[config.mk]
export PLATFORM = sky130hd
export DESIGN_NAME = string_to_integer_parser_top
export DESIGN_NICKNAME = d
export VERILOG_FILES = /design/src/rtl/stp_pkg.sv /design/src/rtl/string_to_integer_parser_top.sv /design/src/rtl/stp_front.sv /design/src/rtl/stp_queue.sv /design/src/rtl/stp_back.sv /design/src/rtl/stp_emit.sv
export SDC_FILE = /design/constraint.sdc
export NUM_CORES = 1
export LEC_CHECK = 0
export BUFFER_PORTS_ARGS = -buffer_cell sky130_fd_sc_hd__buf_2
export CAP_MARGIN = 20
export CORE_MARGIN = 1.5
export CORE_UTILIZATION = 31
export CTS_BUF_LIST = sky130_fd_sc_hd__clkbuf_8 sky130_fd_sc_hd__clkbuf_16
export CTS_CLUSTER_DIAMETER = 50
export CTS_CLUSTER_SIZE = 40
export DETAILED_ROUTE_END_ITERATION = 8
export HOLD_SLACK_MARGIN = 0.15
export PLACE_DENSITY_LB_ADDON = 0.08
export SLEW_MARGIN = 20
export SYNTH_ARGS = -nofsm -noshare
export SYNTH_HDL_FRONTEND = slang
export SYNTH_SLANG_ARGS = --single-unit
[constraint.sdc]
create_clock -name clk -period 7.8 [get_ports clk]
set_input_delay 1.17 -clock clk [delete_from_list [all_inputs] [get_ports clk]]
set_output_delay 1.17 -clock clk [all_outputs]
set_load 0.02 [all_outputs]
[src/rtl/stp_pkg.sv]
// stp_pkg: shared types, codes and character constants of the string-to-integer parser
// used by every module under rtl except stp_queue; depends on nothing
`timescale 1ns / 1ps

package stp_pkg;

  // accumulator width default and queue depth
  localparam int WORD_BITS_DEF = 64;
  localparam int QUEUE_DEPTH   = 4;

  // configuration register indexes
  localparam logic [7:0] CFG_RADIX  = 8'd0;
  localparam logic [7:0] CFG_SIGNED = 8'd1;

  // result status codes
  localparam logic [1:0] ST_OK    = 2'd0;
  localparam logic [1:0] ST_RANGE = 2'd1;
  localparam logic [1:0] ST_INVAL = 2'd2;

  // character codes
  localparam logic [7:0] CH_ZERO  = 8'h30;
  localparam logic [7:0] CH_NINE  = 8'h39;
  localparam logic [7:0] CH_UPA   = 8'h41;
  localparam logic [7:0] CH_UPZ   = 8'h5A;
  localparam logic [7:0] CH_LOWA  = 8'h61;
  localparam logic [7:0] CH_LOWF  = 8'h66;
  localparam logic [7:0] CH_LOWX  = 8'h78;
  localparam logic [7:0] CH_PLUS  = 8'h2B;
  localparam logic [7:0] CH_MINUS = 8'h2D;

  // base values
  localparam logic [4:0] BASE_8  = 5'd8;
  localparam logic [4:0] BASE_10 = 5'd10;
  localparam logic [4:0] BASE_16 = 5'd16;

  // one classified character as it travels through the queue
  typedef struct packed {
    logic       last;
    logic       is_minus;
    logic       is_plus;
    logic       is_zero;
    logic       is_x;
    logic       dvalid;
    logic [3:0] dval;
  } stp_item_t;

  // end-of-string snapshot handed from the parser to the result stage
  typedef struct packed {
    logic [15:0] count;
    logic        ovf;
    logic        neg;
    logic        sgn;
  } stp_fin_t;

endpackage

[src/rtl/string_to_integer_parser_top.sv]
// string_to_integer_parser_top: streaming numeral parser, configuration registers
// instantiates stp_front, stp_queue, stp_back and stp_emit; depends on stp_pkg
//
//  channel  | direction | handshake         | payload
//  ---------+-----------+-------------------+-------------------------------------------
//  in_      | slave     | in_tvalid/tready  | tdata char_code[7:0], tlast last
//  out_     | master    | out_tvalid/tready | tdata value[63:0] consumed[79:64],
//           |           |                   | tuser status[1:0]
//  cfg_     | slave     | cfg_valid/ready   | cfg_index 0 radix, 1 signed_mode; cfg_data
//
// one character per cycle is sustained while the queue has room; the digit step (accumulator
// times base plus digit, with overflow taken from the widened product) is combinational in the parser.
// a string's result passes the queue, the snapshot register and the output register before out_tvalid rises.
// reset is synchronous and active low; it clears the queue, parser and output stage.
// a stalled result holds in the output register; the snapshot register and the
// four-entry queue keep characters flowing until both are full.
`timescale 1ns / 1ps

module string_to_integer_parser_top #(
  parameter int WORD_BITS = stp_pkg::WORD_BITS_DEF
) (
  input  logic        clk,
  input  logic        rst_n,
  // input characters
  input  logic        in_tvalid,
  output logic        in_tready,
  input  logic [7:0]  in_tdata,   // char_code[7:0]
  input  logic        in_tlast,
  // results
  output logic        out_tvalid,
  input  logic        out_tready,
  output logic [79:0] out_tdata,  // value[63:0], consumed[79:64]
  output logic [1:0]  out_tuser,  // status[1:0]
  // configuration writes
  input  logic        cfg_valid,
  output logic        cfg_ready,
  input  logic [7:0]  cfg_index,
  input  logic [7:0]  cfg_data
);

  localparam int IW = $bits(stp_pkg::stp_item_t);

  logic               radix_r;
  logic [4:0]         radix_val_r;
  logic               signed_r;

  logic               q_full;
  logic               q_push;
  stp_pkg::stp_item_t push_item;
  logic               q_pop;
  logic               q_valid;
  logic [IW-1:0]      pop_bits;
  stp_pkg::stp_item_t pop_item;

  logic                 fin_ready;
  logic                 fin_load;
  logic [WORD_BITS-1:0] fin_acc;
  stp_pkg::stp_fin_t    fin_info;

  // configuration registers, a write is taken every cycle
  assign cfg_ready = 1'b1;

  always_ff @(posedge clk) begin
    if (!rst_n) begin
      radix_val_r <= 5'd0;
      signed_r    <= 1'b0;
    end else if (cfg_valid) begin
      if (cfg_index == stp_pkg::CFG_RADIX) begin
        radix_val_r <= cfg_data[4:0];
      end else if (cfg_index == stp_pkg::CFG_SIGNED) begin
        signed_r <= cfg_data[0];
      end
    end
  end

  // marks that a radix write has been seen since reset
  always_ff @(posedge clk) begin
    if (!rst_n) begin
      radix_r <= 1'b0;
    end else if (cfg_valid && cfg_index == stp_pkg::CFG_RADIX) begin
      radix_r <= 1'b1;
    end
  end

  // front: classification
  stp_front u_front (
    .in_tvalid (in_tvalid),
    .in_tready (in_tready),
    .in_tdata  (in_tdata),
    .in_tlast  (in_tlast),
    .q_full    (q_full),
    .q_push    (q_push),
    .q_item    (push_item)
  );

  // queue between front and parser
  stp_queue #(
    .WIDTH (IW),
    .DEPTH (stp_pkg::QUEUE_DEPTH)
  ) u_queue (
    .clk       (clk),
    .rst_n     (rst_n),
    .push      (q_push),
    .push_data (push_item),
    .full      (q_full),
    .pop       (q_pop),
    .not_empty (q_valid),
    .pop_data  (pop_bits)
  );

  assign pop_item = pop_bits;

  // parser
  stp_back #(
    .WORD_BITS (WORD_BITS)
  ) u_back (
    .clk         (clk),
    .rst_n       (rst_n),
    .radix       (radix_r ? radix_val_r : 5'd0),
    .signed_mode (signed_r),
    .q_valid     (q_valid),
    .q_item      (pop_item),
    .q_pop       (q_pop),
    .fin_ready   (fin_ready),
    .fin_load    (fin_load),
    .fin_acc     (fin_acc),
    .fin_info    (fin_info)
  );

  // result stage
  stp_emit #(
    .WORD_BITS (WORD_BITS)
  ) u_emit (
    .clk        (clk),
    .rst_n      (rst_n),
    .fin_load   (fin_load),
    .fin_acc    (fin_acc),
    .fin_info   (fin_info),
    .fin_ready  (fin_ready),
    .out_tvalid (out_tvalid),
    .out_tready (out_tready),
    .out_tdata  (out_tdata),
    .out_tuser  (out_tuser)
  );

endmodule

[src/rtl/stp_front.sv]
// stp_front: input side, classifies each character and pushes it into the queue
// depends on stp_pkg
`timescale 1ns / 1ps

module stp_front (
  input  logic              in_tvalid,
  output logic              in_tready,
  input  logic [7:0]        in_tdata,
  input  logic              in_tlast,
  input  logic              q_full,
  output logic              q_push,
  output stp_pkg::stp_item_t q_item
);

  logic [7:0] lower;
  logic       is_dec;
  logic       is_hex;

  // fold upper-case letters to lower case
  assign lower = (in_tdata >= stp_pkg::CH_UPA && in_tdata <= stp_pkg::CH_UPZ) ?
                 (in_tdata | 8'h20) : in_tdata;

  assign is_dec = (in_tdata >= stp_pkg::CH_ZERO) && (in_tdata <= stp_pkg::CH_NINE);
  assign is_hex = (lower >= stp_pkg::CH_LOWA) && (lower <= stp_pkg::CH_LOWF);

  // classification of the character
  always_comb begin
    q_item.last     = in_tlast;
    q_item.is_minus = (in_tdata == stp_pkg::CH_MINUS);
    q_item.is_plus  = (in_tdata == stp_pkg::CH_PLUS);
    q_item.is_zero  = (in_tdata == stp_pkg::CH_ZERO);
    q_item.is_x     = (lower == stp_pkg::CH_LOWX);
    q_item.dvalid   = is_dec | is_hex;
    if (is_dec) begin
      q_item.dval = in_tdata[3:0];
    end else if (is_hex) begin
      q_item.dval = lower[3:0] + 4'd9;
    end else begin
      q_item.dval = 4'd0;
    end
  end

  // a transfer is taken whenever the queue has room
  assign in_tready = ~q_full;
  assign q_push    = in_tvalid & ~q_full;

endmodule

[src/rtl/stp_queue.sv]
// stp_queue: small register queue between the front and the parser
// generic width and depth; no package dependency
`timescale 1ns / 1ps

module stp_queue #(
  parameter int WIDTH = 10,
  parameter int DEPTH = 4
) (
  input  logic             clk,
  input  logic             rst_n,
  input  logic             push,
  input  logic [WIDTH-1:0] push_data,
  output logic             full,
  input  logic             pop,
  output logic             not_empty,
  output logic [WIDTH-1:0] pop_data
);

  localparam int AW = (DEPTH > 1) ? $clog2(DEPTH) : 1;
  localparam int CW = $clog2(DEPTH + 1);

  logic [WIDTH-1:0] mem_r [DEPTH];
  logic [AW-1:0]    wr_ptr_r, wr_ptr_nxt;
  logic [AW-1:0]    rd_ptr_r, rd_ptr_nxt;
  logic [CW-1:0]    cnt_r, cnt_nxt;

  assign full      = (cnt_r == CW'(DEPTH));
  assign not_empty = (cnt_r != '0);
  assign pop_data  = mem_r[rd_ptr_r];

  // pointer and fill bookkeeping
  always_comb begin
    wr_ptr_nxt = wr_ptr_r;
    rd_ptr_nxt = rd_ptr_r;
    cnt_nxt    = cnt_r;
    if (push) begin
      wr_ptr_nxt = (wr_ptr_r == AW'(DEPTH - 1)) ? '0 : wr_ptr_r + 1'b1;
    end
    if (pop) begin
      rd_ptr_nxt = (rd_ptr_r == AW'(DEPTH - 1)) ? '0 : rd_ptr_r + 1'b1;
    end
    if (push && !pop) begin
      cnt_nxt = cnt_r + 1'b1;
    end else if (pop && !push) begin
      cnt_nxt = cnt_r - 1'b1;
    end
  end

  always_ff @(posedge clk) begin
    if (!rst_n) begin
      wr_ptr_r <= '0;
      rd_ptr_r <= '0;
      cnt_r    <= '0;
    end else begin
      wr_ptr_r <= wr_ptr_nxt;
      rd_ptr_r <= rd_ptr_nxt;
      cnt_r    <= cnt_nxt;
    end
  end

  // storage
  always_ff @(posedge clk) begin
    if (push) begin
      mem_r[wr_ptr_r] <= push_data;
    end
  end

endmodule

[src/rtl/stp_back.sv]
// stp_back: parser proper, sign/prefix sequencing and digit accumulation
// depends on stp_pkg; feeds the end-of-string snapshot to stp_emit
`timescale 1ns / 1ps

module stp_back #(
  parameter int WORD_BITS = stp_pkg::WORD_BITS_DEF
) (
  input  logic                  clk,
  input  logic                  rst_n,
  input  logic [4:0]            radix,
  input  logic                  signed_mode,
  input  logic                  q_valid,
  input  stp_pkg::stp_item_t    q_item,
  output logic                  q_pop,
  input  logic                  fin_ready,
  output logic                  fin_load,
  output logic [WORD_BITS-1:0]  fin_acc,
  output stp_pkg::stp_fin_t     fin_info
);

  localparam int PW = WORD_BITS + 6;

  // parse phases
  localparam logic [2:0] PH_START  = 3'd0;
  localparam logic [2:0] PH_SIGNED = 3'd1;
  localparam logic [2:0] PH_FIRST  = 3'd2;
  localparam logic [2:0] PH_ZAUTO  = 3'd3;
  localparam logic [2:0] PH_ZXAUTO = 3'd4;
  localparam logic [2:0] PH_ZHEX   = 3'd5;
  localparam logic [2:0] PH_DIGITS = 3'd6;

  logic [2:0]           phase_r, phase_nxt;
  logic [4:0]           base_r, base_nxt;
  logic [WORD_BITS-1:0] acc_r, acc_nxt;
  logic [15:0]          count_r, count_nxt;
  logic                 ovf_r, ovf_nxt;
  logic                 neg_r, neg_nxt;
  logic                 stop_r, stop_nxt;

  logic                 take;
  logic                 stop_set;
  logic [1:0]           pre;
  logic                 digit_ok;
  logic                 fin_inc;
  logic [1:0]           inc;
  logic [PW-1:0]        prod;
  logic [16:0]          sum;

  // a string end waits until the snapshot register is free
  assign q_pop    = q_valid & (~q_item.last | fin_ready);
  assign fin_load = q_pop & q_item.last;

  // phase sequencing for one character
  always_comb begin
    phase_nxt = phase_r;
    base_nxt  = base_r;
    neg_nxt   = neg_r;
    take      = 1'b0;
    stop_set  = 1'b0;
    pre       = 2'd0;
    if (!stop_r) begin
      if (phase_r == PH_START && signed_mode && q_item.is_minus) begin
        neg_nxt   = 1'b1;
        phase_nxt = PH_SIGNED;
      end else if ((phase_r == PH_START || phase_r == PH_SIGNED) && q_item.is_plus) begin
        pre       = 2'd1;
        phase_nxt = PH_FIRST;
      end else if (phase_r == PH_START || phase_r == PH_SIGNED || phase_r == PH_FIRST) begin
        // first character after sign: settle the base
        phase_nxt = PH_DIGITS;
        if (radix == 5'd0) begin
          if (q_item.is_zero) begin
            phase_nxt = PH_ZAUTO;
          end else begin
            base_nxt = stp_pkg::BASE_10;
            take     = 1'b1;
          end
        end else begin
          base_nxt = radix;
          if (radix == stp_pkg::BASE_16 && q_item.is_zero) begin
            phase_nxt = PH_ZHEX;
          end else begin
            take = 1'b1;
          end
        end
      end else begin
        case (phase_r)
          PH_ZAUTO: begin
            if (q_item.is_x) begin
              phase_nxt = PH_ZXAUTO;
            end else begin
              // leading zero means octal
              phase_nxt = PH_DIGITS;
              base_nxt  = stp_pkg::BASE_8;
              pre       = 2'd1;
              take      = 1'b1;
            end
          end
          PH_ZXAUTO: begin
            phase_nxt = PH_DIGITS;
            if (q_item.dvalid) begin
              base_nxt = stp_pkg::BASE_16;
              pre      = 2'd2;
              take     = 1'b1;
            end else begin
              // bare 0x: the zero alone is the number
              base_nxt = stp_pkg::BASE_8;
              pre      = 2'd1;
              stop_set = 1'b1;
            end
          end
          PH_ZHEX: begin
            phase_nxt = PH_DIGITS;
            if (q_item.is_x) begin
              pre = 2'd2;
            end else begin
              pre  = 2'd1;
              take = 1'b1;
            end
          end
          default: begin
            take = 1'b1;
          end
        endcase
      end
    end
  end

  // digit accumulation with exact overflow detection on the widened product
  assign prod     = PW'(acc_r) * PW'(base_nxt) + PW'(q_item.dval);
  assign digit_ok = take & q_item.dvalid & ({1'b0, q_item.dval} < base_nxt);

  always_comb begin
    acc_nxt  = digit_ok ? prod[WORD_BITS-1:0] : acc_r;
    ovf_nxt  = ovf_r | (digit_ok & (|prod[PW-1:WORD_BITS]));
    stop_nxt = stop_r | stop_set | (take & ~digit_ok);
    // a zero still under examination at string end counts as a digit
    fin_inc  = q_item.last & ~stop_nxt &
               (phase_nxt == PH_ZAUTO || phase_nxt == PH_ZXAUTO || phase_nxt == PH_ZHEX);
    inc       = pre + 2'(digit_ok) + 2'(fin_inc);
    sum       = {1'b0, count_r} + 17'(inc);
    count_nxt = sum[16] ? 16'hFFFF : sum[15:0];
  end

  // snapshot for the result stage
  assign fin_acc       = acc_nxt;
  assign fin_info.count = count_nxt;
  assign fin_info.ovf   = ovf_nxt;
  assign fin_info.neg   = neg_nxt;
  assign fin_info.sgn   = signed_mode;

  // parser state, back to start after each string
  always_ff @(posedge clk) begin
    if (!rst_n || fin_load) begin
      phase_r <= PH_START;
      base_r  <= 5'd0;
      acc_r   <= '0;
      count_r <= 16'd0;
      ovf_r   <= 1'b0;
      neg_r   <= 1'b0;
      stop_r  <= 1'b0;
    end else if (q_pop) begin
      phase_r <= phase_nxt;
      base_r  <= base_nxt;
      acc_r   <= acc_nxt;
      count_r <= count_nxt;
      ovf_r   <= ovf_nxt;
      neg_r   <= neg_nxt;
      stop_r  <= stop_nxt;
    end
  end

endmodule

[src/rtl/stp_emit.sv]
// stp_emit: snapshot register, range check and sign handling, output register
// depends on stp_pkg; drives the result channel
`timescale 1ns / 1ps

module stp_emit #(
  parameter int WORD_BITS = stp_pkg::WORD_BITS_DEF
) (
  input  logic                 clk,
  input  logic                 rst_n,
  input  logic                 fin_load,
  input  logic [WORD_BITS-1:0] fin_acc,
  input  stp_pkg::stp_fin_t    fin_info,
  output logic                 fin_ready,
  output logic                 out_tvalid,
  input  logic                 out_tready,
  output logic [79:0]          out_tdata,
  output logic [1:0]           out_tuser
);

  logic                 fin_valid_r;
  logic [WORD_BITS-1:0] acc_r;
  stp_pkg::stp_fin_t    info_r;
  logic                 fin_move;

  logic                 out_valid_r;
  logic [63:0]          value_r, value_nxt;
  logic [15:0]          used_r, used_nxt;
  logic [1:0]           status_r, status_nxt;

  logic [WORD_BITS-1:0] word_val;
  logic                 above_half;
  logic                 at_least_half;

  assign fin_move  = fin_valid_r & (~out_valid_r | out_tready);
  assign fin_ready = ~fin_valid_r | fin_move;

  // snapshot register
  always_ff @(posedge clk) begin
    if (!rst_n) begin
      fin_valid_r <= 1'b0;
    end else if (fin_load) begin
      fin_valid_r <= 1'b1;
    end else if (fin_move) begin
      fin_valid_r <= 1'b0;
    end
  end

  always_ff @(posedge clk) begin
    if (fin_load) begin
      acc_r  <= fin_acc;
      info_r <= fin_info;
    end
  end

  // range check against half the word
  assign at_least_half = acc_r[WORD_BITS-1];
  assign above_half    = acc_r[WORD_BITS-1] & (|acc_r[WORD_BITS-2:0]);

  always_comb begin
    word_val   = '0;
    used_nxt   = info_r.count;
    if (info_r.neg && info_r.count != 16'hFFFF) begin
      used_nxt = info_r.count + 16'd1;
    end
    if (info_r.ovf) begin
      status_nxt = stp_pkg::ST_RANGE;
    end else if (info_r.count == 16'd0) begin
      status_nxt = stp_pkg::ST_INVAL;
      used_nxt   = 16'd0;
    end else if (info_r.sgn && info_r.neg) begin
      if (above_half) begin
        status_nxt = stp_pkg::ST_RANGE;
      end else begin
        status_nxt = stp_pkg::ST_OK;
        word_val   = '0 - acc_r;
      end
    end else if (info_r.sgn) begin
      if (at_least_half) begin
        status_nxt = stp_pkg::ST_RANGE;
      end else begin
        status_nxt = stp_pkg::ST_OK;
        word_val   = acc_r;
      end
    end else begin
      status_nxt = stp_pkg::ST_OK;
      word_val   = acc_r;
    end
    // sign extension of a negative signed result
    value_nxt = 64'(word_val);
    if (status_nxt == stp_pkg::ST_OK && info_r.sgn && word_val[WORD_BITS-1]) begin
      value_nxt = value_nxt | ~(64'({WORD_BITS{1'b1}}));
    end
  end

  // output register
  always_ff @(posedge clk) begin
    if (!rst_n) begin
      out_valid_r <= 1'b0;
    end else if (fin_move) begin
      out_valid_r <= 1'b1;
    end else if (out_tready) begin
      out_valid_r <= 1'b0;
    end
  end

  always_ff @(posedge clk) begin
    if (fin_move) begin
      value_r  <= value_nxt;
      used_r   <= used_nxt;
      status_r <= status_nxt;
    end
  end

  assign out_tvalid = out_valid_r;
  assign out_tdata  = {used_r, value_r};
  assign out_tuser  = status_r;

endmodule

Yosys cells after proc, flatten, opt, wreduce, memory -nomap -nowiden
Memories as Yosys holds them, arrays and structs flattened. A register that Yosys moved wholly into a read port is not among the register bits.
Cells that the tools add are included.
{"block": "classes", "reduce_logical": 35, "div": 0, "mux": 74, "n_lt_le_gt_ge": 7, "n_addsub": 11, "shift": 0, "bitwise": 25, "multipliers": 1, "eq_ne": 18}
{"op": "64-bit two-way mux", "count": 4}
{"op": "69-bit by 4-bit adder with 70-bit output", "count": 1}
{"op": "64-bit by 5-bit multiplier with 69-bit output", "count": 1}
{"op": "16-bit two-way mux", "count": 4}
{"op": "1-bit by 64-bit subtractor with 64-bit output (first input constant)", "count": 1}
{"op": "63-bit two-way mux", "count": 1}
{"op": "63-bit OR reduction", "count": 1}
{"op": "5-bit two-way mux", "count": 9}
{"op": "2-bit two-way mux", "count": 14}
{"op": "1-bit two-way mux", "count": 27}
{"op": "8-bit by 6-bit equality test with 1-bit output (second input constant)", "count": 3}
{"op": "3-bit two-way mux", "count": 8}
{"op": "16-bit by 2-bit adder with 17-bit output", "count": 1}
{"op": "16-bit by 1-bit adder with 16-bit output (second input constant)", "count": 1}
{"op": "8-bit by 7-bit >= comparator with 1-bit output (second input constant)", "count": 2}
{"op": "8-bit by 7-bit <= comparator with 1-bit output (second input constant)", "count": 2}
{"op": "16-bit logical NOT", "count": 1}
{"op": "16-bit inequality test (second input constant)", "count": 1}
{"op": "3-bit equality test (second input constant)", "count": 5}
{"op": "1-bit logical AND", "count": 12}
{"op": "1-bit bitwise AND", "count": 11}
{"op": "5-bit case mux with 2 select lines", "count": 1}
{"op": "3-bit by 2-bit equality test with 1-bit output (second input constant)", "count": 3}
{"op": "8-bit by 1-bit equality test with 1-bit output (second input constant)", "count": 1}
{"op": "30 further kinds", "count": 56}
{"block": "totals", "ram_bits": 40, "input_bits": 30, "latch_bits": 0, "wordCells": 195, "output_inout_bits": 85, "mem_bits_ro": 0, "register_bits": 272, "memories": 1}
{"name": "u_queue.mem_r", "words": 4, "word_bits": 10, "rd": 1, "rd_clocked_by_memory_dff": 1, "wr": 1, "line": "stp_queue.sv:22", "rtl": "logic [WIDTH-1:0] mem_r [DEPTH];"}

Logic depth before layout (Yosys ltp)
{"block": "depth", "word_depth": 20, "ltp_mapped": 31, "mapped_depth_nobuf": 25}

Hierarchy
A second synthesis with hierarchy kept.
{"block": "unflattened", "hier_cells": 3126, "area_unflattened_um2": 27921.8}
{"module": "stp_back", "area_each_um2": 17682.0, "cells_each": 2323, "seq_area_each_um2": 1821.7, "n_inst": 1}
{"module": "stp_emit", "area_each_um2": 7683.6, "cells_each": 627, "seq_area_each_um2": 4994.8, "n_inst": 1}
{"module": "stp_queue", "area_each_um2": 1901.8, "cells_each": 96, "seq_area_each_um2": 1381.3, "n_inst": 1}
{"module": "string_to_integer_parser_top", "area_each_um2": 341.6, "cells_each": 38, "seq_area_each_um2": 140.1, "n_inst": 1}
{"module": "stp_front", "area_each_um2": 312.8, "cells_each": 42, "seq_area_each_um2": 0.0, "n_inst": 1}

Least setup slack after synthesis
OpenSTA, ideal clock, no wires.
{"block": "synth_timing", "path_kind": "register -> register", "start": "register with a tool-made name", "end": "register u_emit.info_r[10] (netlist name) (data pin)", "synth_period_minus_slack_ns": 7.068, "t_required_ns": 7.532, "t_arrival_ns": 6.800, "n_path_buf": 7, "path_stages_with_launch": 31, "slack_ns": 0.732, "path_cell_list": "dfxtp_1 > buf_2 > mux4_2 > a21oi_1 > o31a_1 > a21oi_1 > a21oi_1 > clkbuf_1 > inv_1 > ha_1 > or2_2 > inv_1 > o311ai_0 > o221ai_1 > o211ai_1 > clkbuf_1 > clkbuf_1 > fa_1 > inv_1 > ha_1 > fa_1 > and3_1 > and3_1 > and3_1 > and3_1 > clkbuf_1 > and2_1 > nand2b_1 > clkbuf_1 > buf_1 > nand2_1"}
{"item": "end signal: assignment", "line": "stp_emit.sv:51", "rtl": "info_r <= fin_info;"}
{"item": "end: declaration", "line": "stp_emit.sv:22", "rtl": "stp_pkg::stp_fin_t info_r;"}

==> impl_results.md <==
* Die Y at 299 um
* Max_slew headroom at 0.372
* Outcome: completed
* Fmax at 135 MHz
* Pint at 4.54 mW
* Setup TNS at 0 ns
* Clk root buf: clkbuf_16
* Detailed Route WL at 80.0 mm
* Top cell by count, worst path: buf_4
* First-pass GRT wire length at 126 mm
* Routed wire per std cell at 18.1 um
* Layout Nets at 3612
* Post-synth top flop: edfxtp_1
* Largest net degree at the start of global routing at 85
* GR Util All Layers at 0.177
* Port Buf Inserts at 110
* Number of global-route vias before repair at 22.2k
* Pwr Density at 250 nW/um^2
* Startpoint type of the worst setup path: flop
* EDFF count, synth at 205
* CTS tree: yes
* Starting DRT DRC Count at 925
* Layout area overhead at 17.5%
* Max Cap Viol at 0
* Pwr Total at 7.97 mW
* RSZ-0062 raised after global routing: false
* Switching portion of total power at 0.430
* Fin. Hold Viols at 0
* Reg2Reg Setup Slack at 0.39 ns
* Lkg Pwr at 13.0 nW
* Core Area at 86600 um^2
* Critical Path Max Stage Delay at 0.55 ns
* Worst setup path end: u_emit.acc_r[63]$_DFFE_PP_
* Hpwl dp at 61.8 mm
* Initial antenna violation count at 1
* Max clock buf depth at 3
* Antenna Nets Post-Route at 0
* Fraction of registers with async set/reset at 0
* Crit path max fanout at 26
* Max VDD drop at 0.000234 V
* Fin util at 0.368
* Setup Crit Path Kind: flop to flop
* Stages on the worst setup path at 28
* Min-Delay Path Class: flop to flop
* Via/cell ratio at 4.93
* Psw at 3.43 mW
* Fin worst setup slack at 0.393 ns
* Vias at 21.8k
* Most common cell after layout, fill and taps aside: inv_1
* Synthesized Nets at 3440
* FP Rows at 108
* Mapped cell area at 27100 um^2
* Critical path arrival at 7.68 ns
* Worst Tran Pin Value at 0.942 ns
* Share of the yosys chip area belonging to registers at 0.308
* Layout cells sized above 1 at 0.137
* # hold bufs at CTS at 0
* Post-Route Skew at 0.0495 ns
* Count of different cell masters after synthesis at 76
* H-tree depth at 2
* Skew-Pair Late Insertion Delay at 0.62 ns
* Sequential fraction of design power at 0.324
* Die W at 299 um
* Number of remaining DRC errors at 0
* Fin crit share at 0.950
* # setup viols final at 0
* Layout Cells excl Fill at 4430
* Pre-antenna DRT Iters at 7
* Final slew viol count at 0
* CP Buf/Inv Count at 8
* Placer Congestion at 0.858
* Syn Area/Cell at 8.86 um^2
* Worst Path Required at 8.08 ns
* Final hold slack at 0.459 ns
* Clock Pin Slew Worst Setup and Hold Paths at 0.06 ns
* Area post-placement at 29800 um^2
* Most frequent cells in the layout: inv_1 (387), and2_1 (318), nand2_1 (316), a21oi_1 (231), edfxtp_1 (205)
* Finished Cell Area at 31800 um^2
* Worst Setup End Kind: flop
* Crit-path slowest cell: fa_1
* Delay-heaviest family, CP: adder cells
* Pre-CTS WS at 0.152 ns
* CTS Buf Count at 53
* Die area at 89200 um^2
* Placed Instances at 4326
* Reg2Reg Depth at 28
* Synthesis-stage register bit count at 314
* Comb pwr share at 0.364
* Yosys warning count at 0
* FF-to-FF End: u_emit.acc_r[63]$_DFFE_PP_
* Synth Instances at 3058
* IO Pins at 115
* Total clock sinks at 314
* Starting Density at 0.313
* Minimum clock period at 7.41 ns
* Grt ovf at 0
* Clock network fraction of total power at 0.312
-- metal layers --
metal | wire length (um) | GRT usage | up-vias
li1 | - | - | 10700
met1 | 38900 | 0.245 | 10700
met2 | 36600 | 0.289 | 380
met3 | 2880 | 0.0247 | 85
met4 | 1640 | 0.0425 | 0
met5 | 0 | 0 | -
-- synth_stat cells, drive strengths merged (23+ instances only) --
cell / instances / area [um^2]
inv: 387 / 1450
nand2: 319 / 1200
and2: 318 / 1990
a21oi: 233 / 1170
edfxtp: 205 / 6160
fa: 193 / 3860
nor2: 193 / 724
ha: 159 / 1990
o21ai: 126 / 631
clkbuf: 122 / 458
dfxtp: 109 / 2180
nor3: 58 / 313
nand3: 55 / 275
xnor2: 49 / 429
or3: 46 / 295
nand4: 37 / 231
mux2: 36 / 405
a311oi: 35 / 307
xor2: 32 / 280
and3: 24 / 150
a21o: 23 / 173
buf: 23 / 125
nor2b: 23 / 144
-- repair_timing --
action                     CTS  global route
setup buffers                0             2
setup endpoints to repair    0             9
resized for setup            0            14
-- worst register-to-register path, delay by kind of cell (launching register included) --
| family | cells | cell delay (ns) |
|---|---|---|
| AND/OR/NAND/NOR | 6 | 1.35 |
| adder cells (fa/ha/maj) | 4 | 1.90 |
| buffers and inverters | 8 | 1.12 |
| AO/OA/AOI/OAI | 8 | 1.36 |
| flip-flops | 1 | 0.38 |
| multiplexers | 2 | 0.93 |
-- layout make-up --
type	instances	area (um^2)
sequential	314	8340
fill	8831	54800
tap	1155	1450
clock inverter	44	578
antenna	1	2.50
timing repair buffer	261	1830
multi-input combinational	2213	16800
inverter	387	1450
clock buffer	55	1370
-- flip-flops by register name, summed over array words and instances (netlist names), 2 cells and up, named ones only --
name	cells
radix_val_r	5
u_back.count_r	16
u_queue.rd_ptr_r	2
u_back.acc_r	64
u_queue.wr_ptr_r	2
u_emit.used_r	16
u_emit.info_r	19
u_queue.cnt_r	3
u_back.phase_r	3
u_emit.out_tuser	2
u_emit.value_r	64
u_back.base_r	5
u_emit.acc_r	64
u_queue.mem_r	40
-- power groups by stage --
stage / sequential, mW / combinational [mW] / clock [mW]
2_1_floorplan: 2.63 / 1.63 / 0
3_3_place_gp: 2.60 / 2.86 / 0
3_5_place_dp: 2.61 / 2.89 / 0
4_1_cts: 2.58 / 2.90 / 2.55
5_1_grt: 2.63 / 3.20 / 2.62
6_report: 2.58 / 2.90 / 2.48
-- logic make-up (layout without fill, tap and decap cells) --
family | after synthesis | after routing | synth area share
adders and majority gates | 352 | 352 | 0.216
buffers and inverters | 532 | 747 | 0.0751
and+or+nand+nor | 1141 | 1141 | 0.215
AOI/OAI and AO/OA | 578 | 579 | 0.131
xor gates and xnor gates | 81 | 81 | 0.0262
muxes | 59 | 59 | 0.0281
DFF | 314 | 314 | 0.308
other | 1 | 2 | 0.000138
-- worst min path at each step --
stage	from	end	slack, ns	cells after the start
after floorplan	signed_r$_SDFFE_PN0P_	u_emit.info_r[0]$_DFFE_PP_	0.42	0
after global placement	u_back.neg_r$_SDFFE_PP0P_	u_back.neg_r$_SDFFE_PP0P_	0.44	2
after detailed placement	u_back.neg_r$_SDFFE_PP0P_	u_back.neg_r$_SDFFE_PP0P_	0.45	2
after CTS	u_back.neg_r$_SDFFE_PP0P_	u_back.neg_r$_SDFFE_PP0P_	0.46	2
after global routing	u_back.base_r[3]$_SDFFE_PP0P_	u_back.base_r[3]$_SDFFE_PP0P_	0.51	2
final	u_back.neg_r$_SDFFE_PP0P_	u_back.neg_r$_SDFFE_PP0P_	0.46	2
Power figures use the tool's default switching activity.
